**src/hw/rtl/wprs_pkg.sv**
```systemverilog
// Shared types and constants for the white pixel region steering block.
// Used by every module under hw/rtl; depends on nothing else.
package wprs_pkg;

    // Frame size limits and derived position widths.
    localparam int MAX_WIDTH  = 2048;
    localparam int MAX_HEIGHT = 2048;
    localparam int SIZE_W     = 12;
    localparam int COL_W      = $clog2(MAX_WIDTH);
    localparam int ROW_W      = $clog2(MAX_HEIGHT);
    localparam int POS3_W     = SIZE_W + 1;

    localparam logic [SIZE_W-1:0] MAX_WIDTH_V  = SIZE_W'(MAX_WIDTH);
    localparam logic [SIZE_W-1:0] MAX_HEIGHT_V = SIZE_W'(MAX_HEIGHT);

    localparam int CHAN_W = 8;

    // Tallies and result encoding.
    localparam int TALLY_W = 23;
    localparam logic [TALLY_W-1:0] TALLY_MAX = {TALLY_W{1'b1}};

    localparam logic [1:0] DIR_STOP     = 2'd0;
    localparam logic [1:0] DIR_STRAIGHT = 2'd1;
    localparam logic [1:0] DIR_RIGHT    = 2'd2;
    localparam logic [1:0] DIR_LEFT     = 2'd3;

    localparam logic [6:0]        SPEED_MOVE = 7'd102;
    localparam logic signed [8:0] TURN_LEFT  = 9'sd128;
    localparam logic signed [8:0] TURN_RIGHT = -9'sd128;

    localparam logic [1:0] REGION_LEFT   = 2'd0;
    localparam logic [1:0] REGION_MIDDLE = 2'd1;
    localparam logic [1:0] REGION_RIGHT  = 2'd2;

    // Configuration register indexes.
    localparam int CFG_ADDR_W = 2;
    localparam logic [CFG_ADDR_W-1:0] REG_FRAME_WIDTH  = 2'd0;
    localparam logic [CFG_ADDR_W-1:0] REG_FRAME_HEIGHT = 2'd1;
    localparam logic [CFG_ADDR_W-1:0] REG_WHITE_LEVEL  = 2'd2;

    // Queue between the classifier and the tally engine.
    localparam int QUEUE_DEPTH = 4;
    localparam int QPTR_W      = $clog2(QUEUE_DEPTH);

    typedef struct packed {
        logic       white;
        logic [1:0] region;
        logic       eof;
    } wprs_item_t;

    typedef struct packed {
        logic [TALLY_W-1:0] right_count;
        logic [TALLY_W-1:0] middle_count;
        logic [TALLY_W-1:0] left_count;
        logic signed [8:0]  turn_rate;
        logic [6:0]         linear_speed;
        logic [1:0]         direction;
    } wprs_result_t;

    localparam int RESULT_W = $bits(wprs_result_t);
    localparam int TDATA_W  = ((RESULT_W + 7) / 8) * 8;

endpackage

```
**src/hw/rtl/wprs_front.sv**
```systemverilog
// Front end: accepts pixels, tracks the frame position and classifies each pixel
// into white flag, region and end-of-frame mark. Depends on wprs_pkg.
module wprs_front import wprs_pkg::*; (
    input  logic                aclk,
    input  logic                aresetn,
    input  logic                s_tvalid,
    output logic                s_tready,
    input  logic [3*CHAN_W-1:0] s_tdata,
    input  logic [SIZE_W-1:0]   frame_width,
    input  logic [SIZE_W-1:0]   frame_height,
    input  logic [CHAN_W-1:0]   white_level,
    input  logic                push_ready,
    output logic                push_valid,
    output wprs_item_t          push_item
);

    logic [COL_W-1:0]  col_reg, col_next;
    logic [ROW_W-1:0]  row_reg, row_next;
    logic [SIZE_W-1:0] w_eff, h_eff;
    logic [POS3_W-1:0] col3, w1, w2;
    logic [SIZE_W-1:0] col_inc, row_inc;
    logic              row_end, frame_end, accept;
    logic [CHAN_W-1:0] red, green, blue;

    assign red   = s_tdata[CHAN_W-1:0];
    assign green = s_tdata[2*CHAN_W-1:CHAN_W];
    assign blue  = s_tdata[3*CHAN_W-1:2*CHAN_W];

    // A zero size acts as one; oversize values clamp to the maximum.
    always_comb begin
        if (frame_width == '0) begin
            w_eff = SIZE_W'(1);
        end else if (frame_width > MAX_WIDTH_V) begin
            w_eff = MAX_WIDTH_V;
        end else begin
            w_eff = frame_width;
        end
        if (frame_height == '0) begin
            h_eff = SIZE_W'(1);
        end else if (frame_height > MAX_HEIGHT_V) begin
            h_eff = MAX_HEIGHT_V;
        end else begin
            h_eff = frame_height;
        end
    end

    assign col3 = (POS3_W'(col_reg) << 1) + POS3_W'(col_reg);
    assign w1   = POS3_W'(w_eff);
    assign w2   = POS3_W'(w_eff) << 1;

    assign col_inc   = SIZE_W'(col_reg) + SIZE_W'(1);
    assign row_inc   = SIZE_W'(row_reg) + SIZE_W'(1);
    assign row_end   = !(col_inc < w_eff);
    assign frame_end = row_end && !(row_inc < h_eff);

    assign accept     = s_tvalid && push_ready;
    assign s_tready   = push_ready;
    assign push_valid = s_tvalid;

    always_comb begin
        push_item.white = (red == white_level) && (green == white_level)
                          && (blue == white_level);
        if (col3 <= w1) begin
            push_item.region = REGION_LEFT;
        end else if (col3 <= w2) begin
            push_item.region = REGION_MIDDLE;
        end else begin
            push_item.region = REGION_RIGHT;
        end
        push_item.eof = frame_end;
    end

    always_comb begin
        col_next = col_reg;
        row_next = row_reg;
        if (accept) begin
            if (row_end) begin
                col_next = '0;
                row_next = frame_end ? '0 : row_inc[ROW_W-1:0];
            end else begin
                col_next = col_inc[COL_W-1:0];
            end
        end
    end

    always_ff @(posedge aclk) begin
        if (!aresetn) begin
            col_reg <= '0;
            row_reg <= '0;
        end else begin
            col_reg <= col_next;
            row_reg <= row_next;
        end
    end

endmodule

```
**src/hw/rtl/wprs_queue.sv**
```systemverilog
// Short queue of classified pixels between front end and tally engine.
// Depends on wprs_pkg.
module wprs_queue import wprs_pkg::*; (
    input  logic       aclk,
    input  logic       aresetn,
    input  logic       push_valid,
    output logic       push_ready,
    input  wprs_item_t push_item,
    output logic       pop_valid,
    input  logic       pop_ready,
    output wprs_item_t pop_item
);

    wprs_item_t          entry_reg [QUEUE_DEPTH];
    logic [QPTR_W-1:0]   wr_ptr_reg, wr_ptr_next;
    logic [QPTR_W-1:0]   rd_ptr_reg, rd_ptr_next;
    logic [QPTR_W:0]     count_reg, count_next;
    logic                push, pop;

    assign push_ready = (count_reg != (QPTR_W+1)'(QUEUE_DEPTH));
    assign pop_valid  = (count_reg != '0);
    assign pop_item   = entry_reg[rd_ptr_reg];
    assign push       = push_valid && push_ready;
    assign pop        = pop_valid && pop_ready;

    always_comb begin
        wr_ptr_next = push ? wr_ptr_reg + QPTR_W'(1) : wr_ptr_reg;
        rd_ptr_next = pop ? rd_ptr_reg + QPTR_W'(1) : rd_ptr_reg;
        count_next  = count_reg;
        if (push && !pop) begin
            count_next = count_reg + (QPTR_W+1)'(1);
        end else if (pop && !push) begin
            count_next = count_reg - (QPTR_W+1)'(1);
        end
    end

    always_ff @(posedge aclk) begin
        if (push) begin
            entry_reg[wr_ptr_reg] <= push_item;
        end
    end

    always_ff @(posedge aclk) begin
        if (!aresetn) begin
            wr_ptr_reg <= '0;
            rd_ptr_reg <= '0;
            count_reg  <= '0;
        end else begin
            wr_ptr_reg <= wr_ptr_next;
            rd_ptr_reg <= rd_ptr_next;
            count_reg  <= count_next;
        end
    end

endmodule

```
**src/hw/rtl/wprs_back.sv**
```systemverilog
// Back end: keeps the three region tallies, makes the steering decision at
// end of frame and holds the result in an output register. Depends on wprs_pkg.
module wprs_back import wprs_pkg::*; (
    input  logic         aclk,
    input  logic         aresetn,
    input  logic         pop_valid,
    output logic         pop_ready,
    input  wprs_item_t   pop_item,
    output logic         m_tvalid,
    input  logic         m_tready,
    output wprs_result_t m_result
);

    logic [TALLY_W-1:0] left_reg, left_next;
    logic [TALLY_W-1:0] middle_reg, middle_next;
    logic [TALLY_W-1:0] right_reg, right_next;
    logic [TALLY_W-1:0] left_upd, middle_upd, right_upd;
    logic               m_valid_reg, m_valid_next;
    wprs_result_t       result_reg, result_next;
    logic               pop;

    // Only an end-of-frame item needs room in the output register.
    assign pop_ready = !pop_item.eof || !m_valid_reg || m_tready;
    assign pop       = pop_valid && pop_ready;

    function automatic logic [TALLY_W-1:0] bump(input logic [TALLY_W-1:0] t);
        return (t != TALLY_MAX) ? t + TALLY_W'(1) : t;
    endfunction

    always_comb begin
        left_upd   = left_reg;
        middle_upd = middle_reg;
        right_upd  = right_reg;
        if (pop_item.white) begin
            case (pop_item.region)
                REGION_LEFT:   left_upd   = bump(left_reg);
                REGION_MIDDLE: middle_upd = bump(middle_reg);
                default:       right_upd  = bump(right_reg);
            endcase
        end
    end

    always_comb begin
        result_next.left_count   = left_upd;
        result_next.middle_count = middle_upd;
        result_next.right_count  = right_upd;
        if (left_upd == '0 && middle_upd == '0 && right_upd == '0) begin
            result_next.direction    = DIR_STOP;
            result_next.linear_speed = '0;
            result_next.turn_rate    = '0;
        end else if (left_upd >= middle_upd && left_upd >= right_upd) begin
            result_next.direction    = DIR_LEFT;
            result_next.linear_speed = SPEED_MOVE;
            result_next.turn_rate    = TURN_LEFT;
        end else if (middle_upd >= right_upd) begin
            result_next.direction    = DIR_STRAIGHT;
            result_next.linear_speed = SPEED_MOVE;
            result_next.turn_rate    = '0;
        end else begin
            result_next.direction    = DIR_RIGHT;
            result_next.linear_speed = SPEED_MOVE;
            result_next.turn_rate    = TURN_RIGHT;
        end
    end

    always_comb begin
        left_next    = left_reg;
        middle_next  = middle_reg;
        right_next   = right_reg;
        m_valid_next = m_valid_reg && !m_tready;
        if (pop) begin
            if (pop_item.eof) begin
                left_next    = '0;
                middle_next  = '0;
                right_next   = '0;
                m_valid_next = 1'b1;
            end else begin
                left_next   = left_upd;
                middle_next = middle_upd;
                right_next  = right_upd;
            end
        end
    end

    always_ff @(posedge aclk) begin
        if (pop && pop_item.eof) begin
            result_reg <= result_next;
        end
    end

    always_ff @(posedge aclk) begin
        if (!aresetn) begin
            left_reg    <= '0;
            middle_reg  <= '0;
            right_reg   <= '0;
            m_valid_reg <= 1'b0;
        end else begin
            left_reg    <= left_next;
            middle_reg  <= middle_next;
            right_reg   <= right_next;
            m_valid_reg <= m_valid_next;
        end
    end

    assign m_tvalid = m_valid_reg;
    assign m_result = result_reg;

endmodule

```
**src/hw/rtl/white_pixel_region_steering.sv**
```systemverilog
// Result path: a frame's last pixel is written into the queue, then its tally pop loads the
// output register and raises m_tvalid, without waiting for a backlog when the queue is empty.
// Throughput: one pixel per cycle; a waiting result only stops the tally engine when the
// next frame's last pixel reaches it, and then the 4-entry queue fills before s_tready drops.
// Reset: synchronous, active low; clears position, tallies, queue and output valid,
// and loads frame_width 800, frame_height 800 and white_level 255.
module white_pixel_region_steering import wprs_pkg::*; (
    input  logic                  aclk,
    input  logic                  aresetn,
    input  logic                  s_tvalid,
    output logic                  s_tready,
    // red [7:0], green [15:8], blue [23:16]
    input  logic [3*CHAN_W-1:0]   s_tdata,
    output logic                  m_tvalid,
    input  logic                  m_tready,
    // direction [1:0], linear_speed [8:2], turn_rate [17:9], left_count [40:18],
    // middle_count [63:41], right_count [86:64], zero [87]
    output logic [TDATA_W-1:0]    m_tdata,
    input  logic                  cfg_valid,
    output logic                  cfg_ready,
    input  logic [CFG_ADDR_W-1:0] cfg_addr,
    input  logic [SIZE_W-1:0]     cfg_wdata
);

    logic [SIZE_W-1:0] width_reg, height_reg;
    logic [CHAN_W-1:0] white_reg;

    logic         push_valid, push_ready, pop_valid, pop_ready;
    wprs_item_t   push_item, pop_item;
    wprs_result_t result;

    assign cfg_ready = 1'b1;

    always_ff @(posedge aclk) begin
        if (!aresetn) begin
            width_reg  <= SIZE_W'(800);
            height_reg <= SIZE_W'(800);
            white_reg  <= CHAN_W'(255);
        end else if (cfg_valid) begin
            unique case (cfg_addr)
                REG_FRAME_WIDTH:  width_reg  <= cfg_wdata;
                REG_FRAME_HEIGHT: height_reg <= cfg_wdata;
                REG_WHITE_LEVEL:  white_reg  <= cfg_wdata[CHAN_W-1:0];
                default: ;
            endcase
        end
    end

    wprs_front u_front (
        .aclk         (aclk),
        .aresetn      (aresetn),
        .s_tvalid     (s_tvalid),
        .s_tready     (s_tready),
        .s_tdata      (s_tdata),
        .frame_width  (width_reg),
        .frame_height (height_reg),
        .white_level  (white_reg),
        .push_ready   (push_ready),
        .push_valid   (push_valid),
        .push_item    (push_item)
    );

    wprs_queue u_queue (
        .aclk       (aclk),
        .aresetn    (aresetn),
        .push_valid (push_valid),
        .push_ready (push_ready),
        .push_item  (push_item),
        .pop_valid  (pop_valid),
        .pop_ready  (pop_ready),
        .pop_item   (pop_item)
    );

    wprs_back u_back (
        .aclk      (aclk),
        .aresetn   (aresetn),
        .pop_valid (pop_valid),
        .pop_ready (pop_ready),
        .pop_item  (pop_item),
        .m_tvalid  (m_tvalid),
        .m_tready  (m_tready),
        .m_result  (result)
    );

    assign m_tdata = TDATA_W'(result);

    // A stop request carries no motion and empty counts.
    a_stop_is_empty: assert property (@(posedge aclk) disable iff (!aresetn)
        m_tvalid && result.direction == DIR_STOP |->
            result.linear_speed == '0 && result.turn_rate == '0 &&
            result.left_count == '0 && result.middle_count == '0 &&
            result.right_count == '0)
        else $error("stop request with nonzero motion or counts");

    // A left turn means the left tally is at least as large as each other tally.
    a_left_is_max: assert property (@(posedge aclk) disable iff (!aresetn)
        m_tvalid && result.direction == DIR_LEFT |->
            result.left_count >= result.middle_count &&
            result.left_count >= result.right_count &&
            result.linear_speed == SPEED_MOVE)
        else $error("left turn without left region winning");

    // The front end only stalls when the queue holds items for the back end.
    a_stall_has_backlog: assert property (@(posedge aclk) disable iff (!aresetn)
        !s_tready |-> pop_valid)
        else $error("input stalled while queue is empty");

endmodule
```
**config.mk**
```make
export PLATFORM = sky130hd
export DESIGN_NAME = white_pixel_region_steering
export DESIGN_NICKNAME = d
export VERILOG_FILES = /design/src/hw/rtl/wprs_pkg.sv /design/src/hw/rtl/wprs_front.sv /design/src/hw/rtl/wprs_queue.sv /design/src/hw/rtl/wprs_back.sv /design/src/hw/rtl/white_pixel_region_steering.sv
export SDC_FILE = /design/constraint.sdc
export NUM_CORES = 1
export LEC_CHECK = 0
export ABC_CLOCK_PERIOD_IN_PS = 4770
export BUFFER_PORTS_ARGS = -buffer_cell sky130_fd_sc_hd__buf_4
export CORE_UTILIZATION = 61
export CTS_CLUSTER_SIZE = 20
export DETAILED_ROUTE_END_ITERATION = 8
export PLACE_DENSITY = 0.85
export RECOVER_POWER = 50
export SLEW_MARGIN = 20
export SYNTH_ARGS = -nofsm -noshare
export SYNTH_HDL_FRONTEND = slang
export SYNTH_SLANG_ARGS = --single-unit
```
**constraint.sdc**
```tcl
create_clock -name aclk -period 4.77 [get_ports aclk]
set_input_delay 0.2385 -clock aclk [delete_from_list [all_inputs] [get_ports aclk]]
set_output_delay 0.2385 -clock aclk [all_outputs]
set_load 0.05 [all_outputs]
```
After elaboration in Yosys (flattened, before gate mapping). Memories as Yosys holds them, arrays and structs flattened. A register that Yosys moved wholly into a read port is not among the register bits. Index checks and enable logic that the tools add are counted.

Word-level logic and storage cells: 117. Input bits: 43. Bits in read-only memories: 0. Bits in latches: 0. Bits in writable memories: 16. Register bits after elaboration: 218. Output and inout bits: 91. Memories kept: 1.

Shifts and indexed selects: 0. Multiply operators: 0. Equal/unequal tests: 10. Div/mod/pow operators: 0. Bitwise gates (word level): 1. Add/sub/neg operators: 10. Reduce and logical (&&, ||, !) cells: 36. Order comparisons: 9. Multiplexer cells: 30.

Memory list: u_queue.entry_reg (depth 4, width 4, rd ports 1, clocked after Yosys merged registers in 1, write ports 1, line wprs_queue.sv:14) `wprs_item_t entry_reg [QUEUE_DEPTH];`.

Operators by type and width (count): 23-bit 2-to-1 mux (12); 23-bit by 1-bit adder with 23-bit output, second input constant (3); 23-bit greater-or-equal comparator (3); 23-bit logical NOT (3); 23-bit != test, second input constant (3); 12-bit 2-to-1 mux (4); 11-bit by 1-bit adder with 12-bit output, second input constant (2); 8-bit equality test (3); 12-bit greater-than comparator, second input constant (2); 12-bit logical NOT (2); 12-bit < comparator (2); 11-bit 2-to-1 mux (2); 18-bit 2-to-1 mux (1); 17-bit 2-to-1 mux (1); 12-bit by 11-bit adder with 13-bit output (1); 13-bit by 12-bit <= comparator with 1-bit output (1); 13-bit <= comparator (1); 1-bit logical AND (12); 2-bit 2-to-1 mux (4); 2-bit AND reduction (4); 1-bit logical NOT (7); 3-bit 2-to-1 mux (2); 2-bit by 1-bit adder with 2-bit output, second input constant (2); 2-bit by 1-bit equality test with 1-bit output, second input constant (2); 11 further kinds (17).

Longest topological paths before layout.
Word-level depth: 8. Mapped depth: 19. Gate-level depth less buffers: 19.

By module. A second synthesis with hierarchy kept.

Cells, all modules: 1615. Area total of the unflattened synthesis: 14770.4 um2.

By module, submodules not included: wprs_back (instances 1, cells an instance 987, seq. area each 3593.4 um2, area an instance 9162.5 um2); wprs_front (instances 1, cells an instance 425, seq. area each 440.4 um2, area an instance 3189.3 um2); white_pixel_region_steering (instances 1, cells an instance 135, seq. area each 640.6 um2, area an instance 1343.8 um2); wprs_queue (instances 1, cells an instance 68, seq. area each 660.6 um2, area an instance 1074.8 um2).

Least setup slack after synthesis. No wires, ideal clock.

Path kind: register to register. Start point: register (tool-made name). End point: register u_back.result_reg, in the netlist u_back.m_result[0] (data pin). Data required time: 4.500 ns. Clock period less this slack: 4.086 ns. Buffers on the path: 1. Setup slack: 0.684 ns. Data arrival time: 3.816 ns. Cell stages (with the launch flop): 17. Library setup time: 0.270 ns. Cells stage by stage: dfxtp_1 mux4_2 and3b_2 o21a_2 buf_4 mux2i_1 inv_1 ha_1 nor2b_1 o21a_1 o21a_1 o21a_1 o211ai_1 a21boi_0 a2111oi_0 o31a_1 a21boi_0.

RTL lines: to (signal assigned) (line wprs_back.sv:87) `result_reg <= result_next;`; to (decl) (line wprs_back.sv:19) `wprs_result_t result_reg, result_next;`.

Final worst setup path.
Start point: register u_back.left_reg[0]. End point: register u_back.result_reg, in the netlist u_back.m_result[1] (data pin).

Longest elaborated chain between the ends: 7. Elaborated cells on any way between the ends: 12. Classes of those cells: add/sub: 1; order compare: 2; eq/ne: 1; mux: 4; reduce/logical: 4.

RTL lines: from (decl) (line wprs_back.sv:14) `logic [TALLY_W-1:0] left_reg, left_next;`; from (signal assigned) (line wprs_back.sv:98) `left_reg <= left_next;`; 23-bit by 1-bit adder with 23-bit output / 23-bit != test (equally long branches) (line wprs_back.sv:27) `return (t != TALLY_MAX) ? t + TALLY_W'(1) : t;`; 23-bit 2-to-1 mux (*) (line wprs_back.sv:27); 23-bit 2-to-1 mux (*) (line wprs_back.sv:35) `case (pop_item.region)`; 23-bit 2-to-1 mux (*) (line wprs_back.sv:34) `if (pop_item.white) begin`; net u_back.left_upd[13] (line wprs_back.sv:17) `logic [TALLY_W-1:0] left_upd, middle_upd, right_upd;`; 23-bit greater-or-equal comparator / 23-bit logical NOT (equally long branches) (line wprs_back.sv:51, wprs_back.sv:47); 1-bit logical AND, on equally long branches (line wprs_back.sv:51, wprs_back.sv:47); 17-bit 2-to-1 mux / 1-bit logical AND (equally long branches) (line wprs_back.sv:51, wprs_back.sv:47).

The timed path passes the listed nets; every way through them passes the cells marked *. A chain may end at the register's enable or synchronous reset.

==> results.json <==
{
  "gr-usage-all-layers": 0.338,
  "status": "finished, violations left",
  "place_hpwl_um": 29900,
  "root_buffer": "clkbuf_16",
  "synth_top_area_cell": "edfxtp_1",
  "regArea_um2": 5340,
  "intPower_uw": 3960,
  "ys_seq_area_frac": 0.371,
  "cp-end-kind": "register",
  "die_width_um": 156,
  "fillers": 1771,
  "slew_headroom": -0.276,
  "dp.cells": 2014,
  "die_h_um": 156,
  "largest_reg_flops": 73,
  "final_nets": 1922,
  "gp_routability_congestion": 0.982,
  "clkLatencyLatePin_ns": 0.54,
  "critical_path_class": "reg2reg",
  "violations": "capacitance limit, slew limit",
  "rsz0062_at_grt": "true",
  "num_antenna_cells": 0,
  "antenna_found_initial": 0,
  "grt.overflow.total": 0,
  "setup_violations": 0,
  "grt_max_degree": 75,
  "ant_nets": 0,
  "htreeDepth": 1,
  "io_pins": 134,
  "switching_share": 0.410,
  "die-area_um2": 24200,
  "syn-cell-area_um2": 14400,
  "grt_first_pass_wirelength_um": 64500,
  "avgViaCountPerCell": 6.29,
  "cts_tree": "done",
  "layout-drive-gt1-share": 0.0887,
  "cp-start-kind": "register",
  "multi_input_area_um2": 8370,
  "yosysMostFrequentCell": "nand2_1",
  "cts_buffer_depth": 3,
  "synthTopCellsByArea": "edfxtp_1 19%, dfxtp_1 19%, ha_1 12%, nand2_1 5.0%, xnor2_1 4.0%",
  "cts_sinks": 222,
  "path_max_fanout": 9,
  "vias": 13000,
  "synth-edff-count": 89,
  "timing.final.crit_share": 0.963,
  "post-route-min-period_ns": 4.59,
  "critical_path_arrival_ns": 4.86,
  "max_freq_mhz": 218,
  "drv_slew": 40,
  "core_area_um2": 22800,
  "synth_top_area_share": 0.186,
  "synth_cells": 1632,
  "clkTransAtPathRegs_ns": 0.07,
  "pwr_density_cell_nw_per_um2": 415,
  "hold_viol_final": 0,
  "drt-total-wl_um": 41100,
  "tightest_slew_ns": 1.91,
  "irDropWorstVdd_mv": 0.351,
  "wl_per_cell_um": 19.8,
  "synth_top_cells_by_count": "191 x nand2_1, 136 x ha_1, 136 x nor2_1",
  "numCtsBuffers": 24,
  "p_leak_uw": 0.00651,
  "yosys_warnings": 0,
  "ys_ff_latch": 222,
  "start_util": 0.629,
  "comb_power_share": 0.357,
  "required_ns": 5.04,
  "hold_path_class": "in2reg",
  "drv_cap": 1,
  "final_cells": 2072,
  "finClkSkew_ns": 0.0173,
  "switchingPower_uw": 2750,
  "area_growth_pct": 12.6,
  "synthFlopType": "dfxtp_1",
  "power.share.clock": 0.282,
  "fin_worst_hold_slack_ns": 0.0973,
  "grt_pass1_vias": 12100,
  "io_buffers": 121,
  "placed_area_um2": 15600,
  "fin_util": 0.708,
  "drcViolationCount": 0,
  "async_flop_share": 0,
  "core.rowCount": 55,
  "power_uw": 6720,
  "drt_iter0_markers": 1323,
  "synth_cell_types": 83,
  "fin_area_um2": 16200,
  "dr.pass1.iters": 6,
  "seq_power_share": 0.362,
  "syn_area_per_cell_um2": 8.81
}
==> cell type report <==
type                    count  share of cell area
repair buffers            175              0.0612
clock buffers              31              0.0413
multi-input cells        1239               0.517
well taps                 313              0.0242
flip-flops and latches    222               0.330
inverters                  79              0.0184
clock inverters            13             0.00812
==> layer usage <==
metal | track usage | share of wire | vias to the layer above | routed length [µm]
met3 | 0.0604 | 0.087 | 91 | 3590
met1 | 0.449 | 0.42 | 6201 | 17100
li1 | - | - | 6106 | -
met2 | 0.549 | 0.46 | 638 | 19000
met4 | 0.128 | 0.034 | 0 | 1400
met5 | 0 | 0 | - | 0
==> power groups by stage <==
stage / combinational, µW / sequential, µW / clock [µW]
after CTS: 2530 / 2430 / 1910
after detailed placement: 2510 / 2470 / 0
after floorplan: 1190 / 3060 / 0
after global routing: 2550 / 2450 / 1970
final: 2390 / 2430 / 1890
after global placement: 2460 / 2460 / 0
==> through the flow <==
stage / TNS, ns / setup WS (ns)
6_report: 0 / 0.179
5_1_grt: -0.0237 / -0.0237
4_1_cts: 0 / 0.0213
3_5_place_dp: 0 / 0.0907
3_3_place_gp: 0 / 0.311
2_1_floorplan: 0 / 0.684
==> path summary, 6_finish.rpt <==
kind | startpoint | endpoint | slack, ns | cells after the start
worst max-delay path | u_back.left_reg[0] | u_back.m_result[1] | 0.18 | 16
worst min-delay path | m_tready | u_back.m_tvalid | 0.1 | 3
worst max register to register | u_back.left_reg[0] | u_back.m_result[1] | 0.18 | 16
worst min register to register | width_reg[0] | width_reg[0] | 0.47 | 2
==> what timing repair did <==
action | 4_1_cts | 5_1_grt
hold buffers | 12 | 0
endpoints found under the setup margin | 0 | 11
endpoints found under the hold margin | 28 | 0
resized for setup | 0 | 12
buffers inserted | 0 | 2
==> layout by cell type, fill, tap and decap left out, drive strengths merged, types with 47 or more instances in the layout <==
cell,count
nand4,55
inv,78
nand2,192
a21oi,92
nor2,136
edfxtp,89
nor3,47
nand3,68
a22oi,48
dfxtp,133
o21ai,53
ha,136
clkbuf,126
xnor2,66
buf,68
==> cell families (layout without fill, tap and decap cells) <==
family	count (synthesis)	after routing	synth area share
adders and majority gates	138	138	0.121
buffers and inverters	181	298	0.0537
AOI/OAI and AO/OA	330	330	0.152
muxes	12	12	0.0124
DFF	222	222	0.371
xor gates and xnor gates	106	106	0.0646
other	2	12	0.000522
and+or+nand+nor	641	641	0.224
==> worst max-delay path: stages, from the launching register on <==
cell	delay, ns
dfxtp_1	0.53
ha_1	0.30
nand3_1	0.24
or3_1	0.53
o21ai_2	0.38
and2b_1	0.27
xor2_1	0.33
ha_1	0.31
nand4_1	0.14
nor2_1	0.09
nand2_1	0.07
a21oi_1	0.04
a2111oi_1	0.45
buf_4	0.20
o211ai_1	0.10
o211ai_1	0.18
a21boi_0	0.15
No activity file was read; power rests on OpenSTA's default activity.
